**config.mk**
```make
export PLATFORM = sky130hd
export DESIGN_NAME = utf8_stream_decoder
export DESIGN_NICKNAME = d
export VERILOG_FILES = /design/src/utf8sd_pkg.sv /design/src/utf8_stream_decoder.sv /design/src/utf8sd_front.sv /design/src/utf8sd_queue.sv /design/src/utf8sd_back.sv
export VERILOG_INCLUDE_DIRS = /design/src /design/src/src
export SDC_FILE = /design/constraint.sdc
export NUM_CORES = 1
export LEC_CHECK = 0
export BUFFER_PORTS_ARGS = -buffer_cell sky130_fd_sc_hd__buf_4
export CAP_MARGIN = 5
export CORE_MARGIN = 5
export CORE_UTILIZATION = 40
export CTS_CLUSTER_DIAMETER = 80
export DETAILED_ROUTE_END_ITERATION = 12
export GPL_TIMING_DRIVEN = 0
export PLACE_DENSITY = 0.61
export SLEW_MARGIN = 30
export SYNTH_ARGS = -nofsm -noshare
export SYNTH_HDL_FRONTEND = slang
export SYNTH_HIERARCHICAL = 1
export SYNTH_SLANG_ARGS = --single-unit
```
**constraint.sdc**
```tcl
create_clock -name clk -period 6.8 [get_ports clk]
set_clock_uncertainty 0.05 [all_clocks]
set_input_delay 1.36 -clock clk [delete_from_list [all_inputs] [get_ports clk]]
set_output_delay 1.36 -clock clk [all_outputs]
set_load 0.05 [all_outputs]
```
**src/assert_macros.svh**
```systemverilog
// Assertion macros shared by the decoder modules.
`ifndef ASSERT_MACROS_SVH
`define ASSERT_MACROS_SVH

// Check a condition at every clock edge outside reset.
`define ASSERT_ALWAYS(lbl, cond, msg) \
	lbl: assert property (@(posedge clk) disable iff (!arst_n) (cond)) else $error(msg);

// Check that an antecedent implies a consequent in the same cycle.
`define ASSERT_IMPLIES(lbl, ante, cons, msg) \
	lbl: assert property (@(posedge clk) disable iff (!arst_n) (ante) |-> (cons)) else $error(msg);

`endif

```
**src/utf8sd_pkg.sv**
```systemverilog
// Types, constants and helpers shared by the UTF-8 stream decoder.
package utf8sd_pkg;

	localparam int unsigned QUEUE_DEPTH = 4;
	localparam logic [31:0] BAD_MARKER_RESET = 32'hFFFF_FFFE;

	// One classified item handed from the front to the back.
	typedef struct packed {
		logic [30:0] code;       // payload of the first result
		logic        bad;        // first result is the bad marker
		logic        has_second; // an ASCII result follows
		logic [6:0]  second_ch;  // the ASCII character of that result
	} utf8sd_entry_t;

	// Least code value allowed for a sequence of the given length.
	function automatic logic [30:0] least_value(input logic [2:0] len);
		logic [30:0] v;
		case (len)
			3'd2: v = 31'h0000_0080;
			3'd3: v = 31'h0000_0800;
			3'd4: v = 31'h0001_0000;
			3'd5: v = 31'h0020_0000;
			3'd6: v = 31'h0400_0000;
			default: v = '0;
		endcase
		return v;
	endfunction

endpackage

```
**src/utf8_stream_decoder.sv**
```systemverilog
// Top level of the byte-serial UTF-8 decoder (one- to six-byte forms).
//
//   channel   ports                                  handshake
//   bytes in  in_byte                                push / full
//   results   code_point, is_bad, last_of_run        empty / pop
//   config    bad_marker                             bad_marker_we
//
// One byte is taken per cycle while the item queue between front and back
// has room; the front updates its sequence state with each accepted byte.
// A result shows on the ports once its entry reaches the head of the item queue.
// A byte that breaks a sequence and is ASCII gives two results, which leave
// over two pops; an entry is freed with the last result of its byte, so up to
// QueueDepth bytes that give results can wait; bytes that give none take no entry.
// Reset clears the sequence state and the queue and sets bad_marker to 0xFFFFFFFE.
module utf8_stream_decoder #(
	parameter int unsigned QueueDepth = utf8sd_pkg::QUEUE_DEPTH
) (
	input  logic        clk,
	input  logic        arst_n,
	input  logic        push,
	output logic        full,
	input  logic [7:0]  in_byte,
	output logic        empty,
	input  logic        pop,
	output logic [31:0] code_point,
	output logic        is_bad,
	output logic        last_of_run,
	input  logic        bad_marker_we,
	input  logic [31:0] bad_marker
);
	import utf8sd_pkg::*;

	utf8sd_entry_t q_wdata;
	utf8sd_entry_t q_head;
	logic          q_wr;
	logic          q_rd;
	logic          q_full;
	logic          q_empty;

	utf8sd_front u_front (
		.clk     (clk),
		.arst_n  (arst_n),
		.push    (push),
		.in_byte (in_byte),
		.full    (full),
		.q_full  (q_full),
		.q_wr    (q_wr),
		.q_wdata (q_wdata)
	);

	utf8sd_queue #(
		.Depth (QueueDepth)
	) u_queue (
		.clk     (clk),
		.arst_n  (arst_n),
		.wr_en   (q_wr),
		.wr_data (q_wdata),
		.rd_en   (q_rd),
		.rd_data (q_head),
		.full    (q_full),
		.empty   (q_empty)
	);

	utf8sd_back u_back (
		.clk           (clk),
		.arst_n        (arst_n),
		.bad_marker_we (bad_marker_we),
		.bad_marker    (bad_marker),
		.head          (q_head),
		.q_empty       (q_empty),
		.q_rd          (q_rd),
		.pop           (pop),
		.empty         (empty),
		.code_point    (code_point),
		.is_bad        (is_bad),
		.last_of_run   (last_of_run)
	);

endmodule

```
**src/utf8sd_front.sv**
```systemverilog
// Front end: accepts bytes, tracks the open sequence and classifies results.
module utf8sd_front (
	input  logic                     clk,
	input  logic                     arst_n,
	input  logic                     push,
	input  logic [7:0]               in_byte,
	output logic                     full,
	input  logic                     q_full,
	output logic                     q_wr,
	output utf8sd_pkg::utf8sd_entry_t q_wdata
);
	import utf8sd_pkg::*;

	logic [30:0] partial_q, partial_d;
	logic [2:0]  expected_q, expected_d;
	logic [2:0]  seen_q, seen_d;
	logic        lead_inv_q, lead_inv_d;

	logic        accept;
	logic        is_ascii;
	logic        is_cont;
	logic [2:0]  lead_len;
	logic [30:0] lead_bits;
	logic        lead_inv;
	logic [30:0] cont_code;
	logic [2:0]  seen_inc;

	assign full     = q_full;
	assign accept   = push && !q_full;
	assign is_ascii = !in_byte[7];
	assign is_cont  = (in_byte[7:6] == 2'b10);
	assign cont_code = {partial_q[24:0], in_byte[5:0]};
	assign seen_inc  = seen_q + 3'd1;

	// Length and payload bits of a lead byte.
	always_comb begin
		lead_len  = 3'd0;
		lead_bits = '0;
		lead_inv  = 1'b0;
		case (in_byte) inside
			[8'hC0:8'hDF]: begin
				lead_len  = 3'd2;
				lead_bits = {26'd0, in_byte[4:0]};
			end
			[8'hE0:8'hEF]: begin
				lead_len  = 3'd3;
				lead_bits = {27'd0, in_byte[3:0]};
			end
			[8'hF0:8'hF7]: begin
				lead_len  = 3'd4;
				lead_bits = {28'd0, in_byte[2:0]};
			end
			[8'hF8:8'hFB]: begin
				lead_len  = 3'd5;
				lead_bits = {29'd0, in_byte[1:0]};
			end
			[8'hFC:8'hFD]: begin
				lead_len  = 3'd6;
				lead_bits = {30'd0, in_byte[0]};
			end
			[8'hFE:8'hFF]: begin
				lead_len  = 3'd5;
				lead_inv  = 1'b1;
			end
			default: begin
				lead_len  = 3'd0;
			end
		endcase
	end

	always_comb begin
		partial_d  = partial_q;
		expected_d = expected_q;
		seen_d     = seen_q;
		lead_inv_d = lead_inv_q;
		q_wr       = 1'b0;
		q_wdata    = '0;
		if (accept) begin
			if (expected_q == 3'd0) begin
				if (is_ascii) begin
					q_wr         = 1'b1;
					q_wdata.code = {24'd0, in_byte[6:0]};
				end else if (is_cont) begin
					q_wr        = 1'b1;
					q_wdata.bad = 1'b1;
				end else begin
					partial_d  = lead_bits;
					expected_d = lead_len;
					seen_d     = 3'd1;
					lead_inv_d = lead_inv;
				end
			end else if (is_cont) begin
				partial_d = cont_code;
				seen_d    = seen_inc;
				if (seen_inc >= expected_q) begin
					q_wr         = 1'b1;
					q_wdata.code = cont_code;
					q_wdata.bad  = lead_inv_q || (cont_code < least_value(expected_q));
					partial_d    = '0;
					expected_d   = 3'd0;
					seen_d       = 3'd0;
					lead_inv_d   = 1'b0;
				end
			end else begin
				// Break the open sequence, then decode this byte afresh.
				q_wr               = 1'b1;
				q_wdata.bad        = 1'b1;
				q_wdata.has_second = is_ascii;
				q_wdata.second_ch  = in_byte[6:0];
				if (is_ascii) begin
					partial_d  = '0;
					expected_d = 3'd0;
					seen_d     = 3'd0;
					lead_inv_d = 1'b0;
				end else begin
					partial_d  = lead_bits;
					expected_d = lead_len;
					seen_d     = 3'd1;
					lead_inv_d = lead_inv;
				end
			end
		end
	end

	always_ff @(posedge clk or negedge arst_n) begin
		if (!arst_n) begin
			partial_q  <= '0;
			expected_q <= 3'd0;
			seen_q     <= 3'd0;
			lead_inv_q <= 1'b0;
		end else begin
			partial_q  <= partial_d;
			expected_q <= expected_d;
			seen_q     <= seen_d;
			lead_inv_q <= lead_inv_d;
		end
	end

	`include "assert_macros.svh"

	`ASSERT_IMPLIES(a_seq_count, expected_q != 3'd0, (seen_q != 3'd0) && (seen_q < expected_q), "open sequence has bad byte count")

endmodule

```
**src/utf8sd_queue.sv**
```systemverilog
// Short flop queue of classified items between front and back.
module utf8sd_queue #(
	parameter int unsigned Depth = utf8sd_pkg::QUEUE_DEPTH
) (
	input  logic                      clk,
	input  logic                      arst_n,
	input  logic                      wr_en,
	input  utf8sd_pkg::utf8sd_entry_t wr_data,
	input  logic                      rd_en,
	output utf8sd_pkg::utf8sd_entry_t rd_data,
	output logic                      full,
	output logic                      empty
);
	import utf8sd_pkg::*;

	localparam int unsigned IdxW = (Depth > 1) ? $clog2(Depth) : 1;
	localparam int unsigned CntW = $clog2(Depth + 1);

	utf8sd_entry_t   mem_q [Depth];
	logic [IdxW-1:0] wr_ptr_q;
	logic [IdxW-1:0] rd_ptr_q;
	logic [CntW-1:0] count_q;
	logic            do_wr;
	logic            do_rd;

	assign full    = (count_q == CntW'(Depth));
	assign empty   = (count_q == '0);
	assign do_wr   = wr_en && !full;
	assign do_rd   = rd_en && !empty;
	assign rd_data = mem_q[rd_ptr_q];

	always_ff @(posedge clk) begin
		if (do_wr) begin
			mem_q[wr_ptr_q] <= wr_data;
		end
	end

	always_ff @(posedge clk or negedge arst_n) begin
		if (!arst_n) begin
			wr_ptr_q <= '0;
			rd_ptr_q <= '0;
			count_q  <= '0;
		end else begin
			if (do_wr) begin
				wr_ptr_q <= (wr_ptr_q == IdxW'(Depth - 1)) ? '0 : wr_ptr_q + 1'b1;
			end
			if (do_rd) begin
				rd_ptr_q <= (rd_ptr_q == IdxW'(Depth - 1)) ? '0 : rd_ptr_q + 1'b1;
			end
			if (do_wr && !do_rd) begin
				count_q <= count_q + 1'b1;
			end else if (do_rd && !do_wr) begin
				count_q <= count_q - 1'b1;
			end
		end
	end

	`include "assert_macros.svh"

	`ASSERT_IMPLIES(a_no_overflow, wr_en, !full, "write into a full queue")
	`ASSERT_ALWAYS(a_count_range, count_q <= CntW'(Depth), "queue count out of range")

endmodule

```
**src/utf8sd_back.sv**
```systemverilog
// Back end: expands each queued item into one or two results.
module utf8sd_back (
	input  logic                      clk,
	input  logic                      arst_n,
	input  logic                      bad_marker_we,
	input  logic [31:0]               bad_marker,
	input  utf8sd_pkg::utf8sd_entry_t head,
	input  logic                      q_empty,
	output logic                      q_rd,
	input  logic                      pop,
	output logic                      empty,
	output logic [31:0]               code_point,
	output logic                      is_bad,
	output logic                      last_of_run
);
	import utf8sd_pkg::*;

	logic [31:0] marker_q;
	logic        second_q;
	logic        fire;

	assign empty       = q_empty;
	assign fire        = pop && !q_empty;
	assign last_of_run = second_q || !head.has_second;
	assign is_bad      = !second_q && head.bad;
	assign code_point  = second_q ? {25'd0, head.second_ch}
	                   : (head.bad ? marker_q : {1'b0, head.code});
	// Release the queue entry with its last result.
	assign q_rd        = fire && last_of_run;

	always_ff @(posedge clk or negedge arst_n) begin
		if (!arst_n) begin
			marker_q <= BAD_MARKER_RESET;
			second_q <= 1'b0;
		end else begin
			if (bad_marker_we) begin
				marker_q <= bad_marker;
			end
			if (fire) begin
				second_q <= !last_of_run;
			end
		end
	end

	`include "assert_macros.svh"

	`ASSERT_IMPLIES(a_second_valid, second_q, !q_empty && head.has_second, "second result without its item")

endmodule

```
After elaboration in Yosys (flattened, before gate mapping)

Memory sizes are Yosys's and may differ from the RTL's.
Cells that the tools add are included.

Register bits: 72
RAM bits: 160
Input port bits: 45
Output and inout bits: 36
Memories: 1

Memory list:

| name          | words | bits a word | rd ports | clocked after Yosys merged registers in | write ports | RTL line           | source |
|---|---|---|---|---|---|---|---|
| u_queue.mem_q | 4     | 40          | 1        | 0                                       | 1           | utf8sd_queue.sv:19 | `utf8sd_entry_t mem_q [Depth];` |

Add/sub/neg operators: 5
Magnitude comparators: 14
Equal/unequal tests: 12
Mux-type cells: 69
Reductions and logical operators: 29

Operators with widths:

| cell                                                  | count |
|---|---|
| 2-to-1 mux 25 bit                                     | 9 |
| 2-to-1 mux 31 bit                                     | 5 |
| one-hot mux 27 bit (5 select lines)                   | 1 |
| 2-to-1 mux 32 bit                                     | 4 |
| 2-to-1 mux 3 bit                                      | 19 |
| >= comparator 8 bit, second input constant            | 6 |
| less-or-equal comparator 8 bit, second input constant | 6 |
| 2-to-1 mux 40 bit                                     | 1 |
| < comparator 31 bit                                   | 1 |
| 2-to-1 mux 1 bit                                      | 24 |
| 2-to-1 mux 8 bit                                      | 2 |
| logical AND 1 bit                                     | 14 |
| equality test 3 bit, second input constant            | 4 |
| logical NOT 1 bit                                     | 8 |
| 2-to-1 mux 7 bit                                      | 1 |
| adder 3 x 1 -> 3 bit, second input constant           | 2 |
| equality test 2 bit, second input constant            | 3 |
| equality test 3 x 2 -> 1 bit, second input constant   | 2 |
| logical NOT 3 bit                                     | 2 |
| 2-to-1 mux 2 bit                                      | 3 |
| inequality test 2 bit, second input constant          | 3 |
| adder 2 x 1 -> 2 bit, second input constant           | 2 |
| AND reduction 4 bit                                   | 1 |
| >= comparator 3 bit                                   | 1 |
| 4 further kinds                                       | 5 |

Longest topological paths before layout

Gate-level depths: netlist of run 1.

Depth in word-level cells: 12
Gate-level depth with buffers: 15
Mapped depth without buffers: 14

Modules after synthesis

Netlist of run 1, hierarchy kept.

By module, submodules not included:

| module       | instances | cells an instance | area an instance (sq um) |
|---|---|---|---|
| utf8sd_queue | 1         | 247               | 6211.0 |
| utf8sd_back  | 1         | 154               | 1985.7 |
| utf8sd_front | 1         | 209               | 1929.4 |

Least setup slack after synthesis of run 1

OpenSTA, ideal clock, no wires.

Path type: register -> output
Start point: register u_queue.rd_ptr_q[0]
End point: output port code_point[0]
Arrival: 2.583 ns
Data required time: 5.390 ns
Path slack: 2.807 ns
Cell stages (with the launch flop): 7
Path buffers: 3
Path through: dfrtp_1 -> buf_2 -> buf_4 -> mux4_2 -> buf_4 -> mux2i_1 -> o21ai_0

RTL lines:

| element                | RTL line                  | source |
|---|---|---|
| start, declared        | utf8sd_queue.sv:21        | `logic [IdxW-1:0] rd_ptr_q;` |
| start signal, assigned | utf8sd_queue.sv:48        | `rd_ptr_q <= (rd_ptr_q == IdxW'(Depth - 1)) ? '0 : rd_ptr_q + 1'b1;` |
| end, declared          | utf8_stream_decoder.sv:25 | `output logic [31:0] code_point,` |

==> key figures, run 1 <==
Logic synthesis
  – Synth Cell Area: 10,130 um^2
  – Syn avg cell area: 16.60 um^2
  – Top cells by area, synth: edfxtp_1, dfrtp_1, mux4_2
  – Dominant synthesized flop cell: edfxtp_1
  – Synth Warn #: 6
  – Post-synth top area cell: edfxtp_1
  – Largest family of logic cells by synthesized area: multiplexers
  – Mapped Cells: 610
  – Synth top area share: 47.45%
  – Net count after synthesis: 670
  – Multiplexer area fraction after synthesis: 17.25%
  – Flops & latches, synth: 232
  – Ys async rst share: 31.03%
  – Xor and xnor area share after synthesis: 0.3460%
  – Adder-cell share of the synthesized area: 1.928%
  – Synth unique cells: 53
  – Post-synthesis compound-gate area fraction: 4.436%
  – Number of synthesized flops with an enable pin: 160
  – Seq/Total Area, Yosys: 65.62%
  – Synth Area in Simple Gates: 7.661%

Pwr
  – Clock power frac: 24.1%
  – Maximum VDD drop: 0.2193 mV
  – Net Sw Power: 1.933 mW
  – Sequential power share: 35.6%
  – Int Power: 3.366 mW
  – P per Cell Area: 440.8 nW/um^2
  – Switching Share: 36.47%
  – Leakage: 4.742 nW
  – Combinational power share: 40.3%

Clock tree
  – Number of hold buffers added after cts: 0
  – CTS Buf Count: 25
  – Clock Pin Slew Worst Setup and Hold Paths: 60 ps
  – Post_cts resized: 0
  – Clock sink count: 232
  – Max clock buf depth: 3
  – H-tree depth reported by CTS: 1
  – Clk_lat worst skew: 510 ps
  – Post-CTS setup buffer count: 0
  – CTS tree: done
  – Root Driver: clkbuf_16

Layout
  – Layout cells sized above 1: 36.72%
  – Net count, final: 780
  – Commonest non-fill, non-tap cell in the layout: edfxtp_1
  – Ant. Diodes: 0
  – Layout area overhead: 18.71%
  – Most frequent cells in the layout: edfxtp_1, buf_4, nor2_1

Die
  – Initial Util: 40.44%
  – Die area: 28,600 um^2
  – Die Width: 169.1 um
  – Die H: 169.1 um
  – I/O pin count: 81
  – Core outline area: 25,040 um^2
  – Core Rows: 58

Flow run
  – Max_cap viols: 0

GRT
  – First-pass GRT wire length: 33,760 um
  – GR Overflow Total: 0
  – Largest net degree at the start of global routing: 73
  – Antenna violations before repair: 0
  – Global Route Usage Sum: 15.00%
  – Number of global-route vias before repair: 5,941

Drt
  – ANT nets after route: 0
  – Residual DRC: 0
  – Vias/cell: 5.193
  – Initial drt markers: 356
  – DRT Wirelength: 21,270 um
  – Wire per inst: 19.92 um
  – Vias: 5,546
  – Drt pass-1 iters: 4

Worst setup path
  – R2r endpoint: u_queue/count_q[1]$_DFFE_PN0P_
  – Critical path launch point type: register
  – Worst setup startpoint: u_queue/rd_ptr_q[0]$_DFFE_PN0P_
  – Required time worst endpoint: 5390 ps
  – Max FO, Critical Path: 10
  – FF-to-FF path depth: 13
  – Critical Setup Path Class: reg -> out
  – Nature of the critical path endpoint: output pin
  – Crit path to: code_point[10]
  – Crit path DAT: 2780 ps
  – Worst R2R Setup Slack: 3340 ps
  – Reg-to-reg startpoint: u_front/seen_q[0]$_DFFE_PN0P_

Timing
  – Fin. Hold Viols: 0
  – Period Utilization, post-route: 61.67%
  – Max Clk Rate: 0.2385 GHz
  – Fin worst setup slack: 2607 ps
  – Final number of setup-violating endpoints: 0
  – Total Neg Setup Slack: 0 ps
  – RSZ-0062 raised after global routing: no
  – Tightest Pin Transition: 703.7 ps
  – Rel. slew slack: 53.09%
  – Fin crit period: 4193 ps
  – Final max-slew violation count: 0

Placement
  – Setup Slack @ Placement: 2891 ps
  – RePlAce Congestion: 0.8786
  – HPWL Detailed: 14,950 um
  – # port buffers: 79

Hold path
  – HP Class: reg -> reg

Outcome
  – Status: finished clean
critical path, cell delays in order (launching register included):
cell and delay (ps):
dfrtp_1 350, buf_2 190, buf_4 270, mux4_2 520, buf_4 180, buf_6 170
mux2i_1 120, nor2_1 210, buf_4 250
area by class of cell:
cell class / instances / area [um^2]
Fill cell: 2102 / 13020
Sequential cell: 232 / 6645
Multi-Input combinational cell: 337 / 3212
Clock buffer: 32 / 703.2
Timing Repair Buffer: 83 / 676.9
Tap cell: 330 / 412.9
Buffer: 33 / 249.0
Clock inverter: 13 / 91.34
Inverter: 8 / 30.03
worst min path at each step:
stage / from / end / depth (start not counted)
4_1_cts: u_front/seen_q[1]$_DFFE_PN0P_ / u_front/seen_q[1]$_DFFE_PN0P_ / 1
3_5_place_dp: u_front/seen_q[1]$_DFFE_PN0P_ / u_front/seen_q[1]$_DFFE_PN0P_ / 1
5_1_grt: u_front/seen_q[1]$_DFFE_PN0P_ / u_front/seen_q[1]$_DFFE_PN0P_ / 1
2_1_floorplan: u_front/partial_q[0]$_DFFE_PN0P_ / u_front/partial_q[0]$_DFFE_PN0P_ / 2
6_report: u_front/seen_q[1]$_DFFE_PN0P_ / u_front/seen_q[1]$_DFFE_PN0P_ / 1
3_3_place_gp: u_front/seen_q[1]$_DFFE_PN0P_ / u_front/seen_q[1]$_DFFE_PN0P_ / 1
power by group through the flow:
stage                     clock network, mW  logic, mW  registers (mW)
after floorplan                           0       1.56            1.88
after global placement                    0       2.09            1.91
after detailed placement                  0       2.17            1.92
after CTS                              1.31       2.17            1.89
after global routing                   1.37       2.28            1.91
final                                  1.27       2.14            1.89
cells in the mapped netlist, types with 3 or more instances:
| library cell | number |
|---|---|
| edfxtp_1 | 160 |
| nor2_1 | 42 |
| dfrtp_1 | 41 |
| and2_1 | 40 |
| mux4_2 | 40 |
| mux2_4 | 32 |
| mux2i_1 | 32 |
| dfstp_2 | 31 |
| nand2_1 | 26 |
| a22o_1 | 21 |
| o21ai_0 | 18 |
| ha_1 | 14 |
| buf_2 | 13 |
| inv_1 | 8 |
| buf_4 | 7 |
| a21oi_1 | 6 |
| clkbuf_1 | 6 |
| nor3_1 | 6 |
| o21ai_1 | 6 |
| nand3_1 | 5 |
| nor2b_1 | 5 |
| and3_1 | 4 |
| mux2_2 | 4 |
| buf_12 | 3 |
| buf_6 | 3 |
| nor4_1 | 3 |
| xor2_1 | 3 |
flip-flops by register name, indices dropped and copies added, names as in the netlist:
name	cells
u_queue/mem_q	160
u_back/marker_q	32
u_front/partial_q	25
u_front/expected_q	3
u_front/seen_q	3
u_queue/count_q	3
u_queue/rd_ptr_q	2
u_queue/wr_ptr_q	2
u_back/second_q	1
u_front/lead_inv_q	1
routing by layer:
metal  up-vias  global-route usage [%]  wire length (um)  share of wire, %
met3        30                   2.335              1094               5.1
met1      2831                   20.12              9114                43
li1       2554                       -                 -                 -
met2       131                   25.65             10680                50
met5         -                       0                 0                 0
met4         0                   4.165               384               1.8
cell families after synthesis:
logic type | after synthesis
AOI/OAI and AO/OA | 63
muxes | 108
xor gates and xnor gates | 4
adders and majority gates | 15
DFF | 232
and+or+nand+nor | 147
buffers and inverters | 41
through the flow:
stage / cells / hold slack, ps / power, mW / area (um^2) / utilization (%)
finish: 1068 / 458.5 / 5.298 / 12020 / 48.01
CTS: 1068 / 466.3 / 5.370 / 12020 / 48.00
global route: 1068 / 473.1 / 5.566 / 12020 / 48.01
global placement: 1019 / 444.7 / 4.006 / 11130 / 44.46
detailed placement: 1023 / 448.1 / 4.084 / 11220 / 44.82
floorplan: 610 / 422.9 / 3.436 / 10130 / -
Power figures use the tool's default switching activity.
==> run 2, diff against run 1 <==
--- a/config.mk
+++ b/config.mk
@@ -13,7 +13,7 @@
 export CTS_CLUSTER_DIAMETER = 80
 export DETAILED_ROUTE_END_ITERATION = 12
 export GPL_TIMING_DRIVEN = 0
-export PLACE_DENSITY = 0.61
+export PLACE_DENSITY = 0.63
 export SLEW_MARGIN = 30
 export SYNTH_ARGS = -nofsm -noshare
 export SYNTH_HDL_FRONTEND = slang
==> constraint.sdc (replaced) <==
create_clock -name clk -period 3.8 [get_ports clk]
set_clock_uncertainty 0.05 [all_clocks]
set_input_delay 0.76 -clock clk [delete_from_list [all_inputs] [get_ports clk]]
set_output_delay 0.76 -clock clk [all_outputs]
set_load 0.05 [all_outputs]
==> key figures, run 2 (same netlist as run 1, synthesis figures left out) <==
Timing
  – Fin crit period: 3493 ps
  – RSZ-0062 raised after global routing: no
  – Final max-slew violation count: 0
  – Fin. Hold Viols: 0
  – Period Utilization, post-route: 91.91%
  – Max Clk Rate: 0.2863 GHz
  – Total Neg Setup Slack: 0 ps
  – Tightest Pin Transition: 703.9 ps
  – Final number of setup-violating endpoints: 0
  – Hold WS: 249.4 ps
  – Rel. slew slack: 53.08%
  – Fin worst setup slack: 307.3 ps

Layout
  – Most frequent cells in the layout: edfxtp_1, buf_4, nor2_1
  – Post-route cell area: 12,110 um^2
  – Biggest regs: u_queue/mem_q (160), u_back/marker_q (32), u_front/partial_q (25)
  – Largest register FFs: 160
  – Layout cells sized above 1: 36.82%
  – Ant. Diodes: 0
  – Net count, final: 778
  – Fill cells: 2,105
  – Layout area overhead: 19.56%
  – Commonest non-fill, non-tap cell in the layout: edfxtp_1
  – Largest Register: u_queue/mem_q

Clock tree
  – H-tree depth reported by CTS: 1
  – Root Driver: clkbuf_16
  – CTS tree: done
  – Clock Pin Slew Worst Setup and Hold Paths: 60 ps
  – Clk_lat worst skew: 500 ps
  – Number of hold buffers added after cts: 0
  – Post_cts resized: 0
  – Clock sink count: 232
  – CTS Buf Count: 24
  – Max clock buf depth: 3
  – Post-CTS setup buffer count: 0

Pwr
  – Overall Power: 9.780 mW
  – Maximum VDD drop: 0.4850 mV
  – P per Cell Area: 807.8 nW/um^2
  – Leakage: 4.779 nW

Worst setup path
  – Critical path launch point type: register
  – Critical path's top delay family: buffers and inverters
  – Crit path DAT: 2680 ps
  – Crit path top cell by count: buf_4
  – Slowest cell on crit path: mux4_2
  – Required time worst endpoint: 2990 ps
  – CP Cell Sequence: buf_2 > buf_4 > mux4_2 > buf_4 > buf_6 > mux2i_1 > nor2_1 > buf_4
  – Worst Path Buf+Inv: 5
  – Max FO, Critical Path: 10
  – Critical Setup Path Class: reg -> out
  – Max stage delay on crit path: 520 ps
  – Nature of the critical path endpoint: output pin

Outcome
  – Status: finished clean

Die
  – Die Width: 169.1 um
  – Die area: 28,600 um^2
  – Core outline area: 25,040 um^2
  – Initial Util: 40.44%
  – I/O pin count: 81
  – Die H: 169.1 um
  – Core Rows: 58

Placement
  – Setup Slack @ Placement: 366.2 ps
  – RePlAce Congestion: 0.8553
  – Placed Area: 11,200 um^2
  – HPWL Detailed: 14,550 um
  – # port buffers: 79

Hold path
  – HP Class: in -> async

GRT
  – Number of global-route vias before repair: 5,990
  – Antenna violations before repair: 0
  – First-pass GRT wire length: 33,660 um
  – Global Route Usage Sum: 14.99%
  – Largest net degree at the start of global routing: 73
  – GR Overflow Total: 0

Drt
  – Wire per inst: 20.02 um
  – Initial drt markers: 319
  – DRT Wirelength: 21,340 um
  – Residual DRC: 0
  – ANT nets after route: 0
  – Drt pass-1 iters: 7
  – Vias: 5,559
  – Vias/cell: 5.215

Flow run
  – Max_cap viols: 0
[run 2: cell types whose count changed in the layout (fill, tap and decap cells not counted)]
| cell | delta |
|---|---|
| clkbuf_16 | -1 |
| clkinv_1 | -1 |
| clkbuf_1 | -1 |
| clkinv_2 | -5 |
| clkinvlp_4 | -1 |
| buf_12 | -1 |
| inv_6 | +2 |
| clkinv_4 | +2 |
| clkbuf_8 | -1 |
| bufinv_16 | +5 |
[run 2: final cells by class]
type	count	area, um^2	area share [%]
Sequential cell	232	6645	54.89
Multi-Input combinational cell	337	3212	26.53
Clock buffer	29	660.6	5.457
Timing Repair Buffer	82	656.9	5.426
Tap cell	330	412.9	3.411
Buffer	33	249.0	2.057
Clock inverter	15	240.2	1.984
Inverter	8	30.03	0.2480
[run 2: metrics by stage]
step,util (%),std cells
final,48.36,1066
after floorplan,-,610
after detailed placement,44.74,1022
after global placement,44.46,1019
after global routing,48.36,1066
after CTS,48.34,1066
[run 2: layer usage]
layer	GRT usage [%]	share of wire, %	up-vias
met1	19.89	42	2839
met2	26.01	51	153
li1	-	-	2543
met5	0	0	-
met3	2.616	5.5	24
met4	3.500	1.6	0
[run 2: final timing paths]
path                       slack (ps)                             from                                 to  cells past startpoint
min in group clk                  430                   bad_marker[15]    u_back/marker_q[15]$_DFFE_PN1P_                      2
max reg2reg                       360    u_front/seen_q[0]$_DFFE_PN0P_     u_queue/count_q[1]$_DFFE_PN0P_                     13
min                               250                           arst_n  u_front/partial_q[17]$_DFFE_PN0P_                      1
min reg2reg                       480    u_front/seen_q[1]$_DFFE_PN0P_      u_front/seen_q[1]$_DFFE_PN0P_                      1
max                               310  u_queue/rd_ptr_q[0]$_DFFE_PN0P_                     code_point[10]                      8
max in group asynchronous        2980                           arst_n    u_queue/rd_ptr_q[1]$_DFFE_PN0P_                      1
[run 2: power by group]
group	leakage, nW	total (mW)	internal [mW]	switching (mW)
combinational	1.96	3.81	1.45	2.35
sequential	2.39	3.38	3.19	0.189
clock	0.438	2.59	1.65	0.938
==> run 3, diff against run 2 <==
--- a/config.mk
+++ b/config.mk
@@ -12,10 +12,10 @@
 export CORE_UTILIZATION = 40
 export CTS_CLUSTER_DIAMETER = 80
 export DETAILED_ROUTE_END_ITERATION = 12
+export GPL_ROUTABILITY_DRIVEN = 0
 export GPL_TIMING_DRIVEN = 0
 export PLACE_DENSITY = 0.63
 export SLEW_MARGIN = 30
 export SYNTH_ARGS = -nofsm -noshare
 export SYNTH_HDL_FRONTEND = slang
-export SYNTH_HIERARCHICAL = 1
 export SYNTH_SLANG_ARGS = --single-unit
==> key figures, run 3 <==
Timing
  – Period Utilization, post-route: 92.87%
  – Fin. Hold Viols: 0
  – Final max-slew violation count: 0
  – Tightest Pin Transition: 775.9 ps
  – RSZ-0062 raised after global routing: no
  – Final number of setup-violating endpoints: 0
  – Rel. slew slack: 48.27%
  – Total Neg Setup Slack: 0 ps
  – Max Clk Rate: 0.2834 GHz
  – Fin crit period: 3529 ps

Drt
  – Drt pass-1 iters: 5
  – Wire per inst: 19.96 um
  – Initial drt markers: 476
  – Vias/cell: 5.299
  – ANT nets after route: 0
  – DRT Wirelength: 21,010 um
  – Vias: 5,580
  – Residual DRC: 0

Layout
  – Non-filler instance count after layout: 1,053
  – Final Util: 48.36%
  – Most frequent cells in the layout: edfxtp_1, buf_4, nor2_1
  – Layout cells sized above 1: 34.98%
  – Ant. Diodes: 0
  – Commonest non-fill, non-tap cell in the layout: edfxtp_1
  – Largest Register: u_queue.mem_q
  – Net count, final: 771
  – Layout area overhead: 19.02%
  – Largest register FFs: 160
  – Fill cells: 2,040
  – Biggest regs: u_queue.mem_q (160), u_back.marker_q (32), u_front.partial_q (25)

Logic synthesis
  – Adder-cell share of the synthesized area: 1.975%
  – Mapped Cells: 602
  – Top cells by count, synth: edfxtp_1, nor2_1, and2_1
  – Flops & latches, synth: 232
  – Top cells by area, synth: edfxtp_1, dfrtp_1, mux4_2
  – Xor and xnor area share after synthesis: 0.3546%
  – Ys async rst share: 31.03%
  – Post-synth top area cell: edfxtp_1
  – Synth Cell Area: 9881 um^2
  – Net count after synthesis: 662
  – Syn avg cell area: 16.41 um^2
  – Synth Area in Simple Gates: 7.357%
  – Largest family of logic cells by synthesized area: multiplexers
  – Dominant synthesized flop cell: edfxtp_1
  – Post-synthesis compound-gate area fraction: 4.863%
  – Multiplexer area fraction after synthesis: 16.58%
  – Synth unique cells: 46
  – Number of synthesized flops with an enable pin: 160
  – Seq/Total Area, Yosys: 67.25%
  – Synth top area share: 48.63%
  – Synth Warn #: 0
  – Cell with the most instances after synthesis: edfxtp_1

Clock tree
  – Max clock buf depth: 3
  – H-tree depth reported by CTS: 1
  – Clk_lat worst skew: 510 ps
  – Clock Pin Slew Worst Setup and Hold Paths: 60 ps
  – CTS tree: done
  – Root Driver: clkbuf_16
  – Post-CTS setup buffer count: 0
  – Clock sink count: 232
  – CTS Buf Count: 24

Worst setup path
  – Critical Setup Path Class: reg -> reg
  – Nature of the critical path endpoint: register
  – Crit path DAT: 3910 ps
  – FF-to-FF path depth: 13
  – Required time worst endpoint: 4180 ps
  – R2r endpoint: u_queue.count_q[2]$_DFFE_PN0P_
  – Max FO, Critical Path: 8
  – Worst R2R Setup Slack: 270 ps
  – Reg-to-reg startpoint: u_front.seen_q[0]$_DFFE_PN0P_
  – Critical path launch point type: register

GRT
  – Antenna violations before repair: 0
  – Number of global-route vias before repair: 5,873
  – First-pass GRT wire length: 33,510 um
  – GR Overflow Total: 0
  – Global Route Usage Sum: 14.96%
  – Largest net degree at the start of global routing: 73

Die
  – Die Width: 167.2 um
  – Core outline area: 24,320 um^2
  – I/O pin count: 81
  – Die area: 27,950 um^2
  – Initial Util: 40.63%
  – Core Rows: 57
  – Die H: 167.2 um

Pwr
  – P per Cell Area: 825.3 nW/um^2
  – Leakage: 4.496 nW
  – Maximum VDD drop: 0.4659 mV

Hold path
  – HP Class: in -> async

Placement
  – Placed Instances: 1,009
  – # port buffers: 79
  – HPWL Detailed: 14,650 um

Flow run
  – Max_cap viols: 0

Outcome
  – Status: finished clean
==> run 3: changes by cell type in the layout (fill, tap and decap cells not counted), moves of 3 or more <==
cell / delta
buf_12: -3
nand4_1: +3
nor2_1: +3
and3_1: -4
nand2_1: -5
mux2_4: -32
buf_4: -7
bufinv_16: -5
clkbuf_1: +8
buf_1: +5
nand2b_1: +5
buf_6: -3
mux2_2: +33
o21ai_1: -6
==> run 3: worst max path at each step <==
| stage | startpoint | end | depth (start not counted) |
|---|---|---|---|
| 4_1_cts | u_front.seen_q[0]$_DFFE_PN0P_ | u_queue.count_q[2]$_DFFE_PN0P_ | 13 |
| 6_report | u_front.seen_q[0]$_DFFE_PN0P_ | u_queue.count_q[2]$_DFFE_PN0P_ | 13 |
| 3_5_place_dp | u_front.seen_q[0]$_DFFE_PN0P_ | u_queue.count_q[2]$_DFFE_PN0P_ | 13 |
| 2_1_floorplan | u_front.seen_q[0]$_DFFE_PN0P_ | u_queue.mem_q[3][0]$_DFFE_PP_ | 8 |
| 5_1_grt | u_front.seen_q[0]$_DFFE_PN0P_ | u_queue.count_q[2]$_DFFE_PN0P_ | 13 |
| 3_3_place_gp | u_front.seen_q[0]$_DFFE_PN0P_ | u_queue.mem_q[0][30]$_DFFE_PP_ | 8 |
==> run 3: metal layers <==
| layer | wire length [um] | vias up | global-route usage [%] |
|---|---|---|---|
| li1 | - | 2525 | - |
| met5 | 0 | - | 0 |
| met1 | 8795 | 2856 | 20.33 |
| met4 | 499 | 0 | 4.481 |
| met3 | 1230 | 29 | 2.452 |
| met2 | 10490 | 170 | 25.04 |
==> run 3: cell families (layout without fill, tap and decap cells) <==
logic type,after synthesis,after routing
fa+ha+maj,15,15
compound gates,63,63
xor+xnor,4,4
buf+inv,38,165
mux,109,109
flops,232,232
simple gates,141,141
==> run 3: metrics by stage <==
stage	hold slack [ps]	setup slack (ps)	area (um^2)	power, mW
floorplan	395.2	357.2	9881	6.314
CTS	385.8	91.63	11750	9.811
global route	286.6	80.96	11760	10.18
finish	235.5	271.0	11760	9.706
global placement	421.7	-719.6	10880	7.401
detailed placement	441.4	92.34	10980	7.550
==> run 3: final cells by class <==
| class | instances | area (um^2) | area share, % |
|---|---|---|---|
| well taps | 324 | 405.4 | 3.447 |
| repair buffers | 83 | 684.4 | 5.820 |
| flip-flops and latches | 232 | 6645 | 56.51 |
| inverters | 8 | 30.03 | 0.2553 |
| clock inverters | 12 | 103.9 | 0.8831 |
| clock buffers | 32 | 671.9 | 5.713 |
| plain buffers | 30 | 130.1 | 1.107 |
| multi-input cells | 332 | 3089 | 26.27 |
==> run 3: where the power goes <==
part | leakage [nW] | internal (mW) | switching (mW)
sequential | 2.38 | 3.26 | 0.211
combinational | 1.74 | 1.47 | 2.51
clock | 0.376 | 1.32 | 0.939
==> run 3: worst max-delay path, stage by stage, from the launching register on <==
cell and delay (ps):
dfrtp_1 440, ha_1 270, xor2_1 180, ha_1 300, nand2_1 60, o21ai_2 270, nor2_1 200, a311oi_4 450
ha_1 280, inv_1 70, fa_1 430, xor2_1 170, nor2_1 120, xor2_1 160
==> run 3: timing repair <==
action                                  in CTS  in global routing
endpoints found under the setup margin       0                  2
hold buffers                                 0                  0
gates resized for setup                      0                  1
